### config.mk
export PLATFORM = sky130hd
export DESIGN_NAME = fixed_slot_pool_allocator
export DESIGN_NICKNAME = d
export VERILOG_FILES = /design/src/sv/fspa_pkg.sv /design/src/sv/fspa_div.sv /design/src/sv/fixed_slot_pool_allocator.sv
export SDC_FILE = /design/constraint.sdc
export NUM_CORES = 2
export LEC_CHECK = 0
export ABC_CLOCK_PERIOD_IN_PS = 15200
export BUFFER_PORTS_ARGS = -buffer_cell sky130_fd_sc_hd__buf_2
export CAP_MARGIN = 20
export CORE_MARGIN = 2
export CORE_UTILIZATION = 65
export DETAILED_ROUTE_END_ITERATION = 7
export GPL_TIMING_DRIVEN = 0
export PLACE_DENSITY = 0.83
export SYNTH_ARGS = -nofsm -noshare
export SYNTH_HDL_FRONTEND = slang
export SYNTH_SLANG_ARGS = --single-unit
### constraint.sdc
create_clock -name i_clk -period 15.2 [get_ports i_clk]
set_clock_uncertainty 0.15 [all_clocks]
set_input_delay 0.76 -clock i_clk [delete_from_list [all_inputs] [get_ports i_clk]]
set_output_delay 0.76 -clock i_clk [all_outputs]
set_load 0.005 [all_outputs]
### src/sv/fspa_pkg.sv
`timescale 1ns / 1ps
`default_nettype none
package fspa_pkg;
    // built pool size and address width
    localparam int POOL_SLOTS   = 64;
    localparam int ADDRESS_BITS = 32;

    typedef enum logic [2:0] {
        K_INIT  = 3'd0,
        K_ALLOC = 3'd1,
        K_FREE  = 3'd2,
        K_OWNS  = 3'd3,
        K_SCAN  = 3'd4
    } t_kind;

    localparam logic [2:0] ST_OK       = 3'd0;
    localparam logic [2:0] ST_NONE     = 3'd1;
    localparam logic [2:0] ST_RANGE    = 3'd2;
    localparam logic [2:0] ST_MISALIGN = 3'd3;
    localparam logic [2:0] ST_FULL     = 3'd4;

    localparam logic [1:0] REG_BASE = 2'd0;
    localparam logic [1:0] REG_SIZE = 2'd1;
    localparam logic [1:0] REG_CAP  = 2'd2;

    typedef enum logic [3:0] {
        S_IDLE,
        S_DIV,
        S_DWAIT,
        S_LOC,
        S_MUL,
        S_EMIT,
        S_CLR,
        S_MARK,
        S_WALK,
        S_WEND
    } t_state;

    // divider control
    typedef struct packed {
        logic start;
    } t_div_ctl;
endpackage
`default_nettype wire

### src/sv/fspa_div.sv
`timescale 1ns / 1ps
`default_nettype none
// Restoring divider, one quotient bit per cycle.
module fspa_div #(
    parameter int ADDRESS_BITS = 32
) (
    input  wire                      i_clk,
    input  wire                      i_rst_n,
    input  fspa_pkg::t_div_ctl       i_ctl,
    input  wire [ADDRESS_BITS-1:0]   i_num,
    input  wire [15:0]               i_den,
    output logic                     o_done,
    output logic [ADDRESS_BITS-1:0]  o_quo,
    output logic [15:0]              o_rem
);
    import fspa_pkg::*;
    localparam int CW = $clog2(ADDRESS_BITS + 1);

    logic [ADDRESS_BITS-1:0] r_quo;
    logic [16:0]             r_rem;
    logic [CW-1:0]           r_cnt;
    logic                    r_busy;
    logic [16:0]             w_trial;

    assign w_trial = {r_rem[15:0], r_quo[ADDRESS_BITS-1]};

    always_ff @(posedge i_clk) begin
        if (!i_rst_n) begin
            r_busy <= 1'b0;
            o_done <= 1'b0;
        end else begin
            o_done <= 1'b0;
            if (i_ctl.start) begin
                r_busy <= 1'b1;
                r_cnt  <= CW'(ADDRESS_BITS);
                r_quo  <= i_num;
                r_rem  <= '0;
            end else if (r_busy) begin
                if (w_trial >= {1'b0, i_den}) begin
                    r_rem <= w_trial - {1'b0, i_den};
                    r_quo <= {r_quo[ADDRESS_BITS-2:0], 1'b1};
                end else begin
                    r_rem <= w_trial;
                    r_quo <= {r_quo[ADDRESS_BITS-2:0], 1'b0};
                end
                r_cnt <= r_cnt - 1'b1;
                if (r_cnt == CW'(1)) begin
                    r_busy <= 1'b0;
                    o_done <= 1'b1;
                end
            end
        end
    end
    assign o_quo = r_quo;
    assign o_rem = r_rem[15:0];
endmodule
`default_nettype wire

### src/sv/fixed_slot_pool_allocator.sv
`timescale 1ns / 1ps
`default_nettype none
// Fixed-size slot pool allocator.
// Command channel: pulse i_start with i_kind / i_address while o_busy is low.
// Config: i_cfg_we/i_cfg_idx/i_cfg_data; user writes only while idle, unchecked.
// Results: o_valid strobes one cycle per result; o_last marks the final one.
// o_busy drops with the last strobe, except after init (see the init note).
// Init: a single result from the emit state, then the stack refill keeps o_busy
// high until the refill has written capacity stack entries.
// Allocate: a registered stack read, a multiply state, then the emit state.
// Release, ownership: the offset passes the bit-serial divider (S_DIV, S_DWAIT),
// then S_LOC and S_EMIT; an out-of-range address skips the divider.
// Scan: clear all POOL_SLOTS map entries, mark every stacked index, walk the
// capacity slots (one slot per cycle), then one closing state. Slot results trail
// the walk through the registered map read and a hold register.
// Reset refills the free stack; o_busy stays high during the refill.
// The receiver cannot stall: each result is shown for exactly one cycle.
module fixed_slot_pool_allocator (
    input  wire                     i_clk,
    input  wire                     i_rst_n,
    input  wire                     i_start,
    output logic                    o_busy,
    input  wire [2:0]               i_kind,
    input  wire [31:0]              i_address,
    input  wire                     i_cfg_we,
    input  wire [1:0]               i_cfg_idx,
    input  wire [31:0]              i_cfg_data,
    output logic                    o_valid,
    output logic [2:0]              o_status,
    output logic [31:0]             o_object_address,
    output logic [5:0]              o_slot_index,
    output logic [6:0]              o_free_slots,
    output logic [6:0]              o_used_slots,
    output logic                    o_last
);
    import fspa_pkg::*;
    localparam int IW = $clog2(POOL_SLOTS);
    localparam int DW = $clog2(POOL_SLOTS + 1);

    // configuration
    logic [31:0] r_base;
    logic [15:0] r_size;
    logic [6:0]  r_cap_reg;
    always_ff @(posedge i_clk) begin
        if (!i_rst_n) begin
            r_base    <= '0;
            r_size    <= 16'd64;
            r_cap_reg <= 7'd64;
        end else if (i_cfg_we) begin
            unique case (i_cfg_idx)
                REG_BASE: r_base    <= i_cfg_data;
                REG_SIZE: r_size    <= i_cfg_data[15:0];
                REG_CAP:  r_cap_reg <= i_cfg_data[6:0];
                default: ;
            endcase
        end
    end

    logic [15:0]   w_size;
    logic [DW-1:0] w_cap;
    assign w_size = (r_size == '0) ? 16'd1 : r_size;
    always_comb begin
        if (r_cap_reg == '0) w_cap = DW'(1);
        else if (32'(r_cap_reg) > POOL_SLOTS) w_cap = DW'(POOL_SLOTS);
        else w_cap = DW'(r_cap_reg);
    end

    // state
    t_state r_state, n_state;
    logic [DW-1:0]           r_depth;
    logic [31:0]             r_allocs;
    logic [IW-1:0]           r_stack [POOL_SLOTS];
    logic                    r_map   [POOL_SLOTS];
    logic [DW-1:0]           r_i;
    logic [2:0]              r_kind;
    logic [ADDRESS_BITS-1:0] r_off;
    logic [IW-1:0]           r_idx;
    logic [2:0]              r_st;
    logic                    r_fill;
    logic [31:0]             r_prod;
    // registered memory read data
    logic [IW-1:0]           r_stk_rd;
    logic                    r_map_rd;
    // scan pipeline
    logic                    r_mark_ok;
    logic                    r_chk_ok;
    logic [IW-1:0]           r_chk_idx;
    logic [31:0]             r_chk_addr;
    logic [31:0]             r_waddr;
    logic                    r_hold_valid;
    logic [IW-1:0]           r_hold_idx;
    logic [31:0]             r_hold_addr;

    // divider
    t_div_ctl                w_div_ctl;
    logic                    w_div_done;
    logic [ADDRESS_BITS-1:0] w_quo;
    logic [15:0]             w_rem;
    fspa_div #(.ADDRESS_BITS(ADDRESS_BITS)) u_div (
        .i_clk  (i_clk),
        .i_rst_n(i_rst_n),
        .i_ctl  (w_div_ctl),
        .i_num  (r_off),
        .i_den  (w_size),
        .o_done (w_div_done),
        .o_quo  (w_quo),
        .o_rem  (w_rem)
    );

    logic [22:0] w_limit;
    assign w_limit = 23'(w_size) * 23'(w_cap);
    logic w_range_bad;
    assign w_range_bad = r_off >= ADDRESS_BITS'(w_limit);

    logic w_accept;
    assign w_accept = i_start && !o_busy;
    assign o_busy   = (r_state != S_IDLE) || r_fill;
    assign w_div_ctl.start = (r_state == S_DIV) && !w_range_bad;

    // memory ports
    logic [IW-1:0] w_stk_raddr;
    logic          w_stk_we;
    logic [IW-1:0] w_stk_waddr;
    logic [IW-1:0] w_stk_wdata;
    logic          w_map_we;
    logic [IW-1:0] w_map_waddr;
    logic          w_map_wdata;
    logic          w_mark_in;
    logic          w_found;

    // stack top while idle, stack entry r_i while marking
    assign w_stk_raddr = (r_state == S_MARK) ? IW'(r_i) : IW'(r_depth - 1'b1);
    assign w_mark_in   = r_mark_ok && (DW'(r_stk_rd) < w_cap);
    assign w_found     = r_chk_ok && !r_map_rd;

    // stack write: refill sweep or release push
    always_comb begin
        w_stk_we    = 1'b0;
        w_stk_waddr = IW'(r_i);
        w_stk_wdata = IW'(w_cap - 1'b1 - r_i);
        if (r_fill) begin
            w_stk_we = 1'b1;
        end else if (r_state == S_LOC && r_kind == K_FREE && r_st == ST_OK
                     && w_rem == '0 && r_depth < w_cap) begin
            w_stk_we    = 1'b1;
            w_stk_waddr = IW'(r_depth);
            w_stk_wdata = IW'(w_quo);
        end
    end

    // map write: clear pass, then mark stacked indices
    always_comb begin
        w_map_we    = 1'b0;
        w_map_waddr = IW'(r_i);
        w_map_wdata = 1'b0;
        if (r_state == S_CLR) begin
            w_map_we = 1'b1;
        end else if (w_mark_in) begin
            w_map_we    = 1'b1;
            w_map_waddr = r_stk_rd;
            w_map_wdata = 1'b1;
        end
    end

    always_ff @(posedge i_clk) begin
        if (w_stk_we) r_stack[w_stk_waddr] <= w_stk_wdata;
        r_stk_rd <= r_stack[w_stk_raddr];
    end

    always_ff @(posedge i_clk) begin
        if (w_map_we) r_map[w_map_waddr] <= w_map_wdata;
        r_map_rd <= r_map[IW'(r_i)];
    end

    logic          w_emit;
    logic [2:0]    w_est;
    logic [31:0]   w_eaddr;
    logic [5:0]    w_eidx;
    logic          w_elast;

    always_comb begin
        n_state = r_state;
        unique case (r_state)
            S_IDLE: if (w_accept) begin
                unique case (i_kind)
                    K_INIT:  n_state = S_EMIT;
                    K_ALLOC: n_state = S_MUL;
                    K_FREE:  n_state = S_DIV;
                    K_OWNS:  n_state = S_DIV;
                    K_SCAN:  n_state = S_CLR;
                    default: n_state = S_IDLE;
                endcase
            end
            S_DIV:   n_state = w_range_bad ? S_LOC : S_DWAIT;
            S_DWAIT: if (w_div_done) n_state = S_LOC;
            S_LOC:   n_state = S_EMIT;
            S_MUL:   n_state = S_EMIT;
            S_EMIT:  n_state = S_IDLE;
            S_CLR:   if (r_i == DW'(POOL_SLOTS - 1)) n_state = S_MARK;
            S_MARK:  if (r_i >= r_depth) n_state = S_WALK;
            S_WALK:  if (r_i >= w_cap) n_state = S_WEND;
            S_WEND:  n_state = S_IDLE;
            default: n_state = S_IDLE;
        endcase
    end

    // result mux; a found slot is held until the next one shows whether it is last
    always_comb begin
        w_emit  = 1'b0;
        w_est   = r_st;
        w_eaddr = '0;
        w_eidx  = '0;
        w_elast = 1'b1;
        unique case (r_state)
            S_EMIT: begin
                w_emit = 1'b1;
                if (r_kind == K_ALLOC && r_st == ST_OK) begin
                    w_eaddr = r_prod;
                    w_eidx  = 6'(r_idx);
                end else if ((r_kind == K_FREE || r_kind == K_OWNS) && r_st == ST_OK) begin
                    w_eidx = 6'(r_idx);
                end
            end
            S_WALK: begin
                if (w_found && r_hold_valid) begin
                    w_emit  = 1'b1;
                    w_est   = ST_OK;
                    w_eaddr = r_hold_addr;
                    w_eidx  = 6'(r_hold_idx);
                    w_elast = 1'b0;
                end
            end
            S_WEND: begin
                w_emit = 1'b1;
                if (r_hold_valid) begin
                    w_est   = ST_OK;
                    w_eaddr = r_hold_addr;
                    w_eidx  = 6'(r_hold_idx);
                end else begin
                    w_est = ST_NONE;
                end
            end
            default: ;
        endcase
    end

    always_ff @(posedge i_clk) begin
        if (!i_rst_n) r_state <= S_IDLE;
        else r_state <= n_state;
    end

    always_ff @(posedge i_clk) begin
        if (!i_rst_n) begin
            r_depth      <= '0;
            r_allocs     <= '0;
            r_fill       <= 1'b1;
            r_i          <= '0;
            o_valid      <= 1'b0;
            r_mark_ok    <= 1'b0;
            r_chk_ok     <= 1'b0;
            r_hold_valid <= 1'b0;
        end else begin
            o_valid <= w_emit;
            if (w_emit) begin
                o_status         <= w_est;
                o_object_address <= w_eaddr;
                o_slot_index     <= w_eidx;
                o_free_slots     <= 7'(r_depth);
                o_used_slots     <= (w_cap > r_depth) ? 7'(w_cap - r_depth) : 7'd0;
                o_last           <= w_elast;
            end
            // read-valid flags of the scan pipeline
            r_mark_ok <= (r_state == S_MARK) && (r_i < r_depth);
            r_chk_ok  <= (r_state == S_WALK) && (r_i < w_cap);
            // stack refill sweep
            if (r_fill) begin
                r_i <= r_i + 1'b1;
                if (r_i + 1'b1 >= w_cap) begin
                    r_fill  <= 1'b0;
                    r_depth <= w_cap;
                    r_i     <= '0;
                end
            end
            unique case (r_state)
                S_IDLE: if (w_accept) begin
                    r_kind       <= i_kind;
                    r_off        <= ADDRESS_BITS'(i_address) - ADDRESS_BITS'(r_base);
                    r_st         <= ST_OK;
                    r_i          <= '0;
                    r_waddr      <= r_base;
                    r_hold_valid <= 1'b0;
                    if (i_kind == K_INIT) begin
                        r_depth  <= w_cap;
                        r_allocs <= '0;
                    end
                    if (i_kind == K_ALLOC) begin
                        if (r_depth == '0) r_st <= ST_NONE;
                        else begin
                            r_depth  <= r_depth - 1'b1;
                            r_allocs <= r_allocs + 1'b1;
                        end
                    end
                end
                S_DIV: if (w_range_bad) r_st <= ST_RANGE;
                S_LOC: begin
                    if (r_st == ST_OK) begin
                        if (w_rem != '0) r_st <= ST_MISALIGN;
                        else begin
                            r_idx <= IW'(w_quo);
                            if (r_kind == K_FREE) begin
                                if (r_depth >= w_cap) r_st <= ST_FULL;
                                else r_depth <= r_depth + 1'b1;
                            end
                        end
                    end
                end
                S_MUL: begin
                    r_idx  <= r_stk_rd;
                    r_prod <= r_base + 32'(r_stk_rd) * 32'(w_size);
                end
                S_EMIT: if (r_kind == K_INIT) r_fill <= 1'b1;
                S_CLR: r_i <= (r_i == DW'(POOL_SLOTS - 1)) ? '0 : r_i + 1'b1;
                S_MARK: r_i <= (r_i < r_depth) ? r_i + 1'b1 : '0;
                S_WALK: begin
                    if (r_i < w_cap) begin
                        r_chk_idx  <= IW'(r_i);
                        r_chk_addr <= r_waddr;
                        r_waddr    <= r_waddr + 32'(w_size);
                        r_i        <= r_i + 1'b1;
                    end
                    if (w_found) begin
                        r_hold_valid <= 1'b1;
                        r_hold_idx   <= r_chk_idx;
                        r_hold_addr  <= r_chk_addr;
                    end
                end
                default: ;
            endcase
        end
    end
endmodule
`default_nettype wire
==> metrics.txt <==
# TYPE chip_impl_metric gauge
chip_impl_metric{name="synth_simple_gate_area_share",unit="%"} 13.5
chip_impl_metric{name="total_standard_cell_area_after_synthesis",unit="µm²"} 45500
chip_impl_metric{name="worst_vdd_drop",unit="V"} 0.0000770
chip_impl_metric{name="pwr_density_cell",unit="nW/µm²"} 101
chip_impl_metric{name="setup_slack",unit="ns"} 3.40
chip_impl_metric{name="final_net_count",unit=""} 4675
chip_impl_metric{name="layout_cells_sized_above_1",unit="%"} 10.5
chip_impl_metric{name="post_cts_setup_repair_buffer_count",unit=""} 0
chip_impl_metric{name="largest_register_ff_count",unit=""} 384
chip_impl_metric{name="io_buffer_count",unit=""} 130
chip_impl_info{name="timing.hold.worst_endpoint",value="r_base[23]"} 1
chip_impl_metric{name="gp_routability_congestion",unit=""} 0.994
chip_impl_metric{name="clock_tree.buffer_depth",unit=""} 3
chip_impl_metric{name="fin_tns_setup",unit="ns"} 0
chip_impl_metric{name="synthesis.instances",unit=""} 3998
chip_impl_metric{name="finalSetupViolCount",unit=""} 0
chip_impl_metric{name="clk_transition_reported_paths",unit="ns"} 0.06
chip_impl_info{name="regToRegEndpoint",value="u_div.o_quo[13]"} 1
chip_impl_metric{name="via_per_inst",unit=""} 6.56
chip_impl_info{name="layout_top_registers",value="r_stack: 384 flops, r_map: 64 flops"} 1
chip_impl_info{name="worst_path_most_repeated_cell",value="sky130_fd_sc_hd__fa_1"} 1
chip_impl_metric{name="drt_pre_antenna_iters",unit=""} 6
chip_impl_metric{name="signed_area_change_from_the_synthesized_netlist_to_the_final_layout",unit="%"} 11.4
chip_impl_info{name="worstHoldStart",value="i_cfg_data[23]"} 1
chip_impl_metric{name="row_count",unit=""} 97
chip_impl_metric{name="cts-buffers-inserted",unit=""} 85
chip_impl_metric{name="number_of_antenna_violations_at_the_first_check_in_global_routing",unit=""} 6
chip_impl_metric{name="post_synth_mux_area_share",unit="%"} 4.68
chip_impl_metric{name="arithmetic_cell_share_of_the_synthesized_area_counting_full_adders_half_adders_and_majority_gates",unit="%"} 12.3
chip_impl_metric{name="synth.ff_latch_count",unit=""} 829
chip_impl_metric{name="critical_path.max_stage_delay",unit="ns"} 0.97
chip_impl_info{name="cts-root-buf",value="sky130_fd_sc_hd__clkbuf_16"} 1
chip_impl_metric{name="drcViolationCount",unit=""} 0
chip_impl_info{name="final_common_cell",value="sky130_fd_sc_hd__edfxtp_1"} 1
chip_impl_metric{name="drt-initial-drc-count",unit=""} 4954
chip_impl_info{name="critPathCaptureType",value="flop"} 1
chip_impl_metric{name="h-tree-depth",unit=""} 3
chip_impl_metric{name="clkSinkCount",unit=""} 829
chip_impl_metric{name="worstPathArrival",unit="ns"} 11.98
chip_impl_metric{name="timing.hold.ws",unit="ns"} 0.199
chip_impl_info{name="critPathLaunchType",value="flop"} 1
chip_impl_metric{name="maxSlewViolCount",unit=""} 0
chip_impl_metric{name="synth-compound-area-share",unit="%"} 10.6
chip_impl_info{name="critPathSlowestCell",value="sky130_fd_sc_hd__nor2b_1"} 1
chip_impl_metric{name="layout_min_cycle_time",unit="ns"} 11.80
chip_impl_metric{name="total_power",unit="µW"} 5110
chip_impl_info{name="max_flop_register",value="r_stack"} 1
chip_impl_metric{name="clkLatencyLatePin",unit="ns"} 0.66
chip_impl_metric{name="total_leakage_power",unit="µW"} 0.0192
chip_impl_info{name="status",value="completed"} 1
chip_impl_metric{name="drt_wl_total",unit="µm"} 131000
chip_impl_info{name="synth-main-ff-cell",value="sky130_fd_sc_hd__edfxtp_1"} 1
chip_impl_metric{name="mappedNetlistNets",unit=""} 4429
chip_impl_metric{name="worst-r2r-cell-count",unit=""} 29
chip_impl_metric{name="die_w",unit="µm"} 269
chip_impl_metric{name="ant_nets",unit=""} 0
chip_impl_metric{name="ys_warn_count",unit=""} 0
chip_impl_metric{name="cp.required",unit="ns"} 15.37
chip_impl_info{name="hold_class",value="in2reg"} 1
chip_impl_info{name="synth_top_family_by_area",value="simple AND/OR/NAND/NOR gates"} 1
chip_impl_metric{name="synthesis.area_per_instance",unit="µm²"} 11.4
chip_impl_metric{name="initial_utilization",unit="%"} 65.4
chip_impl_metric{name="synth_edf_count",unit=""} 742
chip_impl_info{name="setup_repair_after_global_routing_missed_its_margin",value="no"} 1
chip_impl_info{name="final_cell_mix",value="742 x sky130_fd_sc_hd__edfxtp_1, 579 x sky130_fd_sc_hd__nand2_1, 376 x sky130_fd_sc_hd__nor2_1, 258 x sky130_fd_sc_hd__inv_1, 208 x sky130_fd_sc_hd__ha_1"} 1
chip_impl_metric{name="reg2reg_setup_slack",unit="ns"} 3.40
chip_impl_metric{name="dieHeight",unit="µm"} 269
chip_impl_metric{name="max_cap_viol_count",unit=""} 0
chip_impl_metric{name="share_of_the_clock_period_used_by_the_worst_path",unit="%"} 77.6
chip_impl_metric{name="achievable_clock_frequency",unit="MHz"} 84.7
chip_impl_info{name="timing.setup.critical_path_class",value="reg2reg"} 1
chip_impl_metric{name="cts-resized-gates",unit=""} 0
chip_impl_metric{name="report.final.hold_viol_count",unit=""} 0
chip_impl_metric{name="detailedPlace.worstSlack",unit="ns"} 3.79
chip_impl_metric{name="die_area",unit="µm²"} 72200
chip_impl_metric{name="design.core.area",unit="µm²"} 69700
chip_impl_metric{name="sequential_share_of_the_synthesized_area",unit="%"} 52.7
chip_impl_metric{name="gr-total-overflow",unit=""} 0
chip_impl_metric{name="grt_pass1_wl",unit="µm"} 196000
chip_impl_metric{name="layout.area.seq",unit="µm²"} 24000
chip_impl_metric{name="synth_async_sr_flop_share",unit="%"} 0
chip_impl_metric{name="synth_cell_type_count",unit=""} 92
chip_impl_info{name="tritoncts",value="done"} 1
chip_impl_metric{name="num-fill-cells",unit=""} 4647
chip_impl_metric{name="grt_max_degree",unit=""} 74
chip_impl_metric{name="detailed_placement_hpwl",unit="µm"} 94300
chip_impl_info{name="crit-reg2reg-launch",value="r_cap_reg[6]"} 1
chip_impl_metric{name="routedWlPerCell",unit="µm"} 24.9
chip_impl_metric{name="first_global_vias",unit=""} 33100
chip_impl_metric{name="global_route.usage.total",unit="%"} 36.5
chip_impl_metric{name="timing_worst_slew_pin_value",unit="ns"} 1.24
chip_impl_metric{name="multiInputGateArea",unit="µm²"} 19800
chip_impl_metric{name="ios",unit=""} 131
chip_impl_metric{name="holdPathStages",unit=""} 3
chip_impl_metric{name="cts.hold.buffers_added",unit=""} 0
chip_impl_metric{name="synth_xor_area_share",unit="%"} 2.21
chip_impl_metric{name="max-slew-margin-rel",unit="%"} 16.8
chip_impl_metric{name="routed_vias",unit=""} 34500
chip_impl_metric{name="timing.critical_path.fanout_max",unit=""} 36
-- critical path: cells and delay by family, from the launching register on --
kind / cells / cell delay, ns
AO/OA/AOI/OAI: 10 / 3.30
AND/OR/NAND/NOR: 5 / 2.67
adder cells (fa/ha/maj): 6 / 2.61
buffers and inverters: 7 / 2.17
flip-flops: 1 / 0.37
XOR/XNOR: 1 / 0.14
-- report_power, final --
group / internal (µW) / switching (µW) / leakage (µW)
clock network: 1230 / 925 / 0.00140
registers: 2520 / 18.4 / 0.00753
logic: 137 / 289 / 0.0103
total: 3880 / 1230 / 0.0192
-- routing by layer --
layer	global-route usage (%)	up-vias	share of wire (%)	wire length [µm]
li1	-	14900	-	-
met1	50.4	16600	37	48700
met2	55.4	2499	45	58700
met3	7.45	462	13	16500
met4	18.7	6	5.5	7270
met5	0	-	0.027	36
-- how the worst max path moves through the flow --
| stage | start | to | slack [ns] | cells past startpoint |
|---|---|---|---|---|
| finish | r_cap_reg[6] | u_div.o_quo[13] | 3.40 | 29 |
| global route | r_cap_reg[6] | u_div.o_quo[11] | 3.17 | 32 |
| CTS | r_cap_reg[6] | u_div.o_quo[9] | 3.72 | 32 |
| detailed placement | r_cap_reg[6] | u_div.o_quo[9] | 3.79 | 29 |
| global placement | r_cap_reg[6] | u_div.o_quo[9] | 2.68 | 28 |
| floorplan | r_cap_reg[6] | u_div.o_quo[0] | 6.39 | 29 |
-- area by class of cell --
class                   instances  share of cell area [%]
multi-input cells            2701                    39.0
well taps                     940                    2.32
clock buffers                 102                    4.52
clock inverters                58                    1.19
inverters                     266                    1.97
flip-flops and latches        829                    47.3
repair buffers                159                    2.09
plain buffers                 202                    1.61
diodes                          1                 0.00493
-- cell usage after synthesis (20+ instances only) --
library cell / n / area, µm²
sky130_fd_sc_hd__a211oi_1: 29 / 218
sky130_fd_sc_hd__a21o_1: 43 / 323
sky130_fd_sc_hd__a21oi_1: 182 / 911
sky130_fd_sc_hd__a22o_1: 39 / 342
sky130_fd_sc_hd__a311oi_1: 52 / 455
sky130_fd_sc_hd__a31oi_1: 43 / 269
sky130_fd_sc_hd__and2_1: 29 / 181
sky130_fd_sc_hd__and3_1: 70 / 438
sky130_fd_sc_hd__buf_2: 36 / 180
sky130_fd_sc_hd__clkbuf_1: 153 / 574
sky130_fd_sc_hd__dfxtp_1: 87 / 1740
sky130_fd_sc_hd__edfxtp_1: 742 / 22300
sky130_fd_sc_hd__fa_1: 150 / 3000
sky130_fd_sc_hd__ha_1: 208 / 2600
sky130_fd_sc_hd__inv_1: 258 / 968
sky130_fd_sc_hd__mux2_2: 30 / 338
sky130_fd_sc_hd__mux2i_1: 60 / 601
sky130_fd_sc_hd__mux4_2: 46 / 1040
sky130_fd_sc_hd__nand2_1: 579 / 2170
sky130_fd_sc_hd__nand3_1: 57 / 285
sky130_fd_sc_hd__nand4_1: 31 / 194
sky130_fd_sc_hd__nor2_1: 378 / 1420
sky130_fd_sc_hd__nor2b_1: 37 / 231
sky130_fd_sc_hd__nor3_1: 80 / 400
sky130_fd_sc_hd__nor4_1: 24 / 150
sky130_fd_sc_hd__o211ai_1: 20 / 150
sky130_fd_sc_hd__o21a_1: 23 / 173
sky130_fd_sc_hd__o21ai_0: 119 / 596
sky130_fd_sc_hd__xnor2_1: 65 / 569
sky130_fd_sc_hd__xor2_1: 50 / 438
-- stage by stage --
| stage | cells | util [%] | area (µm²) |
|---|---|---|---|
| final | 5258 | 72.9 | 50800 |
| after global routing | 5257 | 72.9 | 50800 |
| after CTS | 5253 | 72.8 | 50700 |
| after detailed placement | 5093 | 68.7 | 47800 |
| after global placement | 5068 | 68.0 | 47400 |
| after floorplan | 3998 | - | 45500 |
-- cells by family after synthesis --
kind of cell | Yosys count
XOR/XNOR | 115
AND/OR/NAND/NOR | 1376
multiplexers | 148
adder cells (fa/ha/maj) | 358
flip-flops | 829
AO/OA/AOI/OAI | 704
buffers and inverters | 468
Power figures use the tool's default switching activity.
